File: config.mk
export PLATFORM = sky130hd
export DESIGN_NAME = pal_seq
export DESIGN_NICKNAME = d
export VERILOG_FILES = /design/src/design/pal_pkg.sv /design/src/design/pal_seq.sv
export SDC_FILE = /design/constraint.sdc
export NUM_CORES = 1
export LEC_CHECK = 0
export BUFFER_PORTS_ARGS = -buffer_cell sky130_fd_sc_hd__buf_4
export CAP_MARGIN = 40
export CELL_PAD_IN_SITES_DETAIL_PLACEMENT = 1
export CELL_PAD_IN_SITES_GLOBAL_PLACEMENT = 2
export CORE_ASPECT_RATIO = 1.75
export CORE_MARGIN = 10
export CORE_UTILIZATION = 26
export CTS_BUF_LIST = sky130_fd_sc_hd__clkbuf_4 sky130_fd_sc_hd__clkbuf_8 sky130_fd_sc_hd__clkbuf_16
export CTS_CLUSTER_DIAMETER = 150
export DETAILED_ROUTE_END_ITERATION = 6
export PLACE_DENSITY_LB_ADDON = 0.1
export SLEW_MARGIN = 5
export SYNTH_ARGS = -nofsm -noshare
export SYNTH_HDL_FRONTEND = slang
export SYNTH_SLANG_ARGS = --single-unit
export TNS_END_PERCENT = 5
File: constraint.sdc
create_clock -name clk -period 3.04 [get_ports clk]
set_clock_uncertainty 0.05 [all_clocks]
set_input_delay 0.456 -clock clk [delete_from_list [all_inputs] [get_ports clk]]
set_output_delay 0.456 -clock clk [all_outputs]
set_load 0.005 [all_outputs]
File: src/design/pal_pkg.sv
`timescale 1ns / 1ps
// ----------------------------------------------------------------------------
// pal_pkg
// Shared types, codes and the control store for the positional array list.
// ----------------------------------------------------------------------------
package pal_pkg;

  // command codes on the input beat
  typedef enum logic [1:0] {
    CMD_GET    = 2'd0,
    CMD_LOCATE = 2'd1,
    CMD_INSERT = 2'd2,
    CMD_DELETE = 2'd3
  } cmd_t;

  // micro program counter
  typedef logic [3:0] upc_t;

  // entry points of the micro program
  localparam upc_t ST_GET = 4'd0;
  localparam upc_t ST_LOC = 4'd2;
  localparam upc_t ST_LOC_TEST = 4'd3;
  localparam upc_t ST_LOC_HIT = 4'd5;
  localparam upc_t ST_INS = 4'd6;
  localparam upc_t ST_INS_TEST = 4'd7;
  localparam upc_t ST_INS_PUT = 4'd9;
  localparam upc_t ST_DEL = 4'd10;
  localparam upc_t ST_DEL_TEST = 4'd11;
  localparam upc_t ST_DEL_END = 4'd13;
  localparam upc_t ST_ERR = 4'd14;
  localparam upc_t ST_OK = 4'd15;

  // jump conditions
  typedef enum logic [2:0] {
    C_NEXT     = 3'd0,
    C_ALWAYS   = 3'd1,
    C_GET_BAD  = 3'd2,
    C_INS_BAD  = 3'd3,
    C_K_GE_LEN = 3'd4,
    C_K_LT_POS = 3'd5,
    C_NO_MATCH = 3'd6
  } cond_t;

  // read address source
  typedef enum logic [1:0] {
    RD_POS = 2'd0,
    RD_K   = 2'd1,
    RD_KM1 = 2'd2
  } rd_sel_t;

  // write address and data source
  typedef enum logic [1:0] {
    WR_NONE     = 2'd0,
    WR_K_MOVE   = 2'd1,
    WR_KM1_MOVE = 2'd2,
    WR_K_ITEM   = 2'd3
  } wr_sel_t;

  // index register operation
  typedef enum logic [2:0] {
    K_HOLD = 3'd0,
    K_ZERO = 3'd1,
    K_LEN  = 3'd2,
    K_POS  = 3'd3,
    K_INC  = 3'd4,
    K_DEC  = 3'd5
  } k_op_t;

  // length register operation
  typedef enum logic [1:0] {
    L_HOLD = 2'd0,
    L_INC  = 2'd1,
    L_DEC  = 2'd2
  } len_op_t;

  // one control word
  typedef struct packed {
    cond_t   cond;
    upc_t    target;
    rd_sel_t rd;
    wr_sel_t wr;
    k_op_t   kop;
    len_op_t lop;
    logic    cap_rd;
    logic    set_found;
    logic    set_err;
    logic    fin;
  } ctrl_t;

  // datapath status seen by the sequencer
  typedef struct packed {
    logic get_bad;
    logic ins_bad;
    logic k_ge_len;
    logic k_lt_pos;
    logic match;
  } flags_t;

  // dispatch table
  function automatic upc_t entry_of(cmd_t c);
    upc_t a;
    unique case (c)
      CMD_GET:    a = ST_GET;
      CMD_LOCATE: a = ST_LOC;
      CMD_INSERT: a = ST_INS;
      CMD_DELETE: a = ST_DEL;
      default:    a = ST_ERR;
    endcase
    return a;
  endfunction

  // control store
  function automatic ctrl_t microcode(upc_t a);
    ctrl_t cw;
    cw = '0;
    unique case (a)
      // get: check and read, then capture
      4'd0: begin
        cw.cond = C_GET_BAD; cw.target = ST_ERR; cw.rd = RD_POS;
      end
      4'd1: begin
        cw.cap_rd = 1'b1; cw.fin = 1'b1;
      end
      // locate: walk from the front, one read and one compare per entry
      4'd2: begin
        cw.kop = K_ZERO;
      end
      4'd3: begin
        cw.cond = C_K_GE_LEN; cw.target = ST_OK; cw.rd = RD_K;
      end
      4'd4: begin
        cw.cond = C_NO_MATCH; cw.target = ST_LOC_TEST; cw.kop = K_INC;
      end
      4'd5: begin
        cw.set_found = 1'b1; cw.fin = 1'b1;
      end
      // insert: shift entries up from the tail, then place the new one
      4'd6: begin
        cw.cond = C_INS_BAD; cw.target = ST_ERR; cw.kop = K_LEN;
      end
      4'd7: begin
        cw.cond = C_K_LT_POS; cw.target = ST_INS_PUT; cw.rd = RD_KM1;
      end
      4'd8: begin
        cw.cond = C_ALWAYS; cw.target = ST_INS_TEST; cw.wr = WR_K_MOVE; cw.kop = K_DEC;
      end
      4'd9: begin
        cw.wr = WR_K_ITEM; cw.lop = L_INC; cw.fin = 1'b1;
      end
      // delete: shift entries down past the position
      4'd10: begin
        cw.cond = C_GET_BAD; cw.target = ST_ERR; cw.kop = K_POS;
      end
      4'd11: begin
        cw.cond = C_K_GE_LEN; cw.target = ST_DEL_END; cw.rd = RD_K;
      end
      4'd12: begin
        cw.cond = C_ALWAYS; cw.target = ST_DEL_TEST; cw.wr = WR_KM1_MOVE; cw.kop = K_INC;
      end
      4'd13: begin
        cw.lop = L_DEC; cw.fin = 1'b1;
      end
      // error exit
      4'd14: begin
        cw.set_err = 1'b1; cw.fin = 1'b1;
      end
      default: begin
        cw.fin = 1'b1;
      end
    endcase
    return cw;
  endfunction

endpackage

File: src/design/pal_seq.sv
`timescale 1ns / 1ps
// ----------------------------------------------------------------------------
// pal_seq
// Micro sequencer: step counter, control store lookup and conditional jumps.
// ----------------------------------------------------------------------------
module pal_seq (
  input  logic             clk,
  input  logic             rst,
  input  logic             start,
  input  logic [1:0]       command,
  input  pal_pkg::flags_t  flags,
  output logic             launch,
  output pal_pkg::ctrl_t   ctrl,
  output logic             busy,
  output logic             done
);
  pal_pkg::upc_t upc;
  pal_pkg::upc_t upc_next;
  logic          busy_next;
  logic          done_next;
  logic          taken;

  // accept a beat when idle
  assign launch = start && !busy;

  // current control word, quiet while idle
  always_comb begin
    ctrl = busy ? pal_pkg::microcode(upc) : '0;
  end

  // jump condition select
  always_comb begin
    unique case (ctrl.cond)
      pal_pkg::C_NEXT:     taken = 1'b0;
      pal_pkg::C_ALWAYS:   taken = 1'b1;
      pal_pkg::C_GET_BAD:  taken = flags.get_bad;
      pal_pkg::C_INS_BAD:  taken = flags.ins_bad;
      pal_pkg::C_K_GE_LEN: taken = flags.k_ge_len;
      pal_pkg::C_K_LT_POS: taken = flags.k_lt_pos;
      pal_pkg::C_NO_MATCH: taken = !flags.match;
      default:             taken = 1'b0;
    endcase
  end

  // next step
  always_comb begin
    if (launch) begin
      upc_next = pal_pkg::entry_of(pal_pkg::cmd_t'(command));
    end else if (taken) begin
      upc_next = ctrl.target;
    end else begin
      upc_next = upc + 4'd1;
    end
    busy_next = launch ? 1'b1 : (busy && !ctrl.fin);
    done_next = busy && ctrl.fin;
  end

  // sequencer registers
  always_ff @(posedge clk) begin
    if (rst) begin
      upc  <= pal_pkg::ST_GET;
      busy <= 1'b0;
      done <= 1'b0;
    end else begin
      upc  <= upc_next;
      busy <= busy_next;
      done <= done_next;
    end
  end

  // the result strobe always lands after the work, never during it
  a_done_idle: assert property (@(posedge clk) disable iff (rst) done |-> !busy)
    else $error("result strobe while busy");

  // an accepted beat starts the program
  a_launch_busy: assert property (@(posedge clk) disable iff (rst) launch |=> busy)
    else $error("accepted beat did not start the sequencer");

  // a strobe follows only a finishing step
  a_done_fin: assert property (@(posedge clk) disable iff (rst)
      done |-> $past(busy) && $past(ctrl.fin))
    else $error("result strobe without a finishing step");

endmodule

# Yosys cells after proc, flatten, opt, wreduce, memory -nomap -nowiden
# Cells that the tools add are included.
# classes
n_addsub	1
mul	0
div	0
n_lt_le_gt_ge	0
n_eq_ne	23
shifts	0
n_mux	15
n_bitwise	0
reduce_logical	12
# op_table
operator	n
$pmux W7 S8	1
$eq A4 B4 Y1 const B	7
$mux W20	1
$eq A4 B3 Y1 const B	4
$pmux W4 S4	1
$pmux W3 S5	1
$reduce_or A10 Y1	1
$eq A3 B3 Y1 const B	3
$eq A4 B2 Y1 const B	2
$mux W4	2
$pmux W2 S2	2
$eq A3 B2 Y1 const B	2
$pmux W1 S6	1
$pmux W2 S3	1
$reduce_or A2 Y1	3
$mux W1	5
$add A4 B1 Y4 const B	1
$eq A2 B2 Y1 const B	2
$eq A4 B1 Y1 const B	1
$logic_not A4 Y1	1
$eq A3 B1 Y1 const B	1
$logic_and A1 B1 Y1	3
$logic_not A1 Y1	3
$eq A2 B1 Y1 const B	1
$logic_not A2 Y1	1
# totals
ff_bits	6
latch_bits	0
mem_bits_rw	0
rom_bits	0
input_bits	10
wordCells	54
mem_count	0

# Longest topological paths before layout
# logic_depth
ltp_word	8
depth_mapped	9

# Least setup slack after synthesis
# OpenSTA, ideal clock, no wires.
# synth_path
path_kind	register -> output
startpoint	register upc[0]
endpoint	output ctrl[0] in the netlist's numbering
arrival_time_ns	1.429
t_required_ns	2.534
path_slack_ns	1.105
stages_incl_launch_ff	6
path_cell_list	dfxtp_1 > ha_1 > buf_2 > or2_2 > a211oi_1 > buf_4
# synth_lines
item	line	source
from (decl)	pal_seq.sv:17	pal_pkg::upc_t upc;
from (signal assigned)	pal_seq.sv:61	upc <= pal_pkg::ST_GET;
from (signal assigned)	pal_seq.sv:65	upc <= upc_next;
to (decl)	pal_seq.sv:13	output pal_pkg::ctrl_t ctrl,

==> flow_summary.json <==
{
  "drt_pass1_iterations": 2,
  "drt_iter0_markers": 8,
  "viasPerCell": 5.22,
  "finalCriticalPeriod_ps": 2480,
  "die-area_mm2": 0.00558,
  "finalSetupViolCount": 0,
  "core-area_mm2": 0.00286,
  "start_util_pct": 26.6,
  "synth_area_um2": 762,
  "grt_usage_pct": 9.69,
  "fin_area_mm2": 0.00103,
  "synthAdderAreaFrac_pct": 6.57,
  "worstPathRequired_ps": 2530,
  "wl_met2_um": 1500,
  "synthCells": 102,
  "ys_seq_area_share_pct": 15.8,
  "numClockSinks": 6,
  "syn-num-nets": 116,
  "cts_tree": "done",
  "synth_edf_count": 0,
  "drt-total-wl_um": 2700,
  "end_kind": "output port",
  "port_buffers": 32,
  "grt_pass1_wl_um": 4450,
  "slew_viol_final": 0,
  "synthFlopType": "dfxtp_1",
  "synth-async-reset-ratio_pct": 0,
  "top_level_ports": 33,
  "path_class": "reg2out",
  "clock_latency_ps": 220,
  "tightest_slew_ps": 625,
  "cp.arrival_ps": 1980,
  "cts_resized": 0,
  "grt_pass1_vias": 933,
  "status": "finished clean",
  "synth_compound_area_share_pct": 28.2,
  "yosys_warnings": 0,
  "cts_htree_levels": 1,
  "drive_gt1_share_pct": 40.0,
  "num-nets-final": 146,
  "grt_overflow": 0,
  "drc": 0,
  "antenna_found_initial": 0,
  "ant_nets": 0,
  "grt_max_degree": 18,
  "rows": 26,
  "critPathMaxFanout": 17,
  "cts_made_buffers": 3,
  "hp-class": "in2reg",
  "route.detailed.wl_per_inst_um": 17.1,
  "dpl_cell_area_um2": 990,
  "start_kind": "flip-flop",
  "met1_length_um": 944,
  "rsz0062_at_grt": "no",
  "maxCapViolations": 0,
  "cts.path.max_buffers": 2,
  "synth_top_family_by_area": "simple AND/OR/NAND/NOR gates",
  "clock-root-buffer": "clkbuf_8",
  "peakVddDrop_mv": 0.266,
  "fin_crit_sh_pct": 81.6,
  "cts.clk_slew.worst_paths_ps": 40,
  "p_per_area_mw_per_mm2": 422,
  "final.setup.tns_ps": 0,
  "synth-xor-area-share_pct": 2.30,
  "slew_headroom_pct": 58.3,
  "die_h_um": 91.6,
  "synth.avg_cell_area_um2": 7.47,
  "synthMuxAreaShare_pct": 1.31,
  "ys_types": 45,
  "synthSimpleGateAreaFrac_pct": 35.1,
  "ys_ff_latch": 6,
  "place.detailed.hpwl_um": 2320,
  "place.gp.congestion": 0.732,
  "leakagePower_uw": 0.000459,
  "antennaDiodeCount": 0,
  "fp.dieW_um": 60.9,
  "syn_to_final_growth_pct": 35.3,
  "fmax_mhz": 403,
  "top_layer": "met4",
  "cts_hold_buf": 0,
  "vias": 825,
  "wl_met3_um": 240,
  "report.final.hold_viol_count": 0,
  "postCtsSetupBuffers": 0
}
[layout make-up]
| cell class | instances | area [um^2] |
|---|---|---|
| multi-input combinational | 81 | 561 |
| tap | 28 | 35.0 |
| sequential | 6 | 120 |
| timing repair buffer | 33 | 248 |
| clock buffer | 3 | 41.3 |
| inverter | 7 | 26.3 |
| fill | 369 | 1830 |
[logic make-up (layout without fill, tap and decap cells)]
logic type / count (synthesis) / in the layout
xor gates and xnor gates: 2 / 2
AOI/OAI and AO/OA: 25 / 25
adders and majority gates: 4 / 4
DFF: 6 / 6
and+or+nand+nor: 49 / 49
buffers and inverters: 15 / 43
muxes: 1 / 1
[path summary, 6_finish.rpt]
kind | startpoint | to | slack, ps | cells past startpoint
max | upc[2]$_SDFF_PP0_ | ctrl[14] | 560 | 5
min | rst | done$_SDFF_PP0_ | 400 | 2
max reg2reg | upc[0]$_SDFF_PP0_ | upc[1]$_SDFF_PP0_ | 850 | 8
min reg2reg | upc[0]$_SDFF_PP0_ | upc[0]$_SDFF_PP0_ | 610 | 3
[worst max-delay path: stages (launching register included)]
cell and delay, ps:
dfxtp_1 710, nand2b_1 280, and2_1 230, nor2b_1 90
o31a_1 300, buf_4 140
[sequential cells by signal, summed over array words and instances, names as in the netlist]
signal	cells
busy	1
upc	4
done	1
[placed cells by master, fill, tap and decap left out, types with 2 or more instances in the layout]
master	count
a211oi_1	2
a21oi_1	6
buf_4	33
clkbuf_8	3
dfxtp_1	6
ha_1	4
inv_1	5
inv_2	2
nand2_1	7
nand2b_1	2
nand3_1	3
nand4b_1	2
nor2_1	13
nor2b_1	2
nor3_1	8
nor3b_1	2
o21a_1	2
o21ai_1	2
or2_2	2
[Yosys cell counts, types with 3 or more instances]
cell | number | share of area [%]
a21oi_1 | 6 | 3.9
dfxtp_1 | 6 | 16
ha_1 | 4 | 6.6
inv_1 | 5 | 2.5
nand2_1 | 7 | 3.4
nand3_1 | 3 | 2.0
nor2_1 | 13 | 6.4
nor3_1 | 8 | 5.3
[per-layer routing]
| layer | vias to the layer above | GRT usage [%] |
|---|---|---|
| li1 | 415 | - |
| met1 | 385 | 9.60 |
| met2 | 23 | 17.8 |
| met3 | 2 | 3.59 |
| met4 | 0 | 2.21 |
| met5 | - | 0 |
[metrics by stage]
| stage | hold WS [ps] | worst slack (ps) | total power, uW | cells | utilization [%] |
|---|---|---|---|---|---|
| final | 404 | 558 | 435 | 158 | 36.0 |
| after CTS | 404 | 528 | 442 | 158 | 36.0 |
| after global routing | 422 | 436 | 467 | 158 | 36.0 |
| after floorplan | 477 | 1110 | 249 | 102 | - |
| after detailed placement | 621 | 793 | 319 | 155 | 34.6 |
| after global placement | 578 | 769 | 316 | 155 | 34.6 |
[report_power, final]
group	switching (uW)	internal, uW	leakage (uW)
sequential	22.7	89.0	0.0000495
clock	35.0	85.1	0.0000216
combinational	111	93.0	0.000388
(Power assumes the default switching activity.)
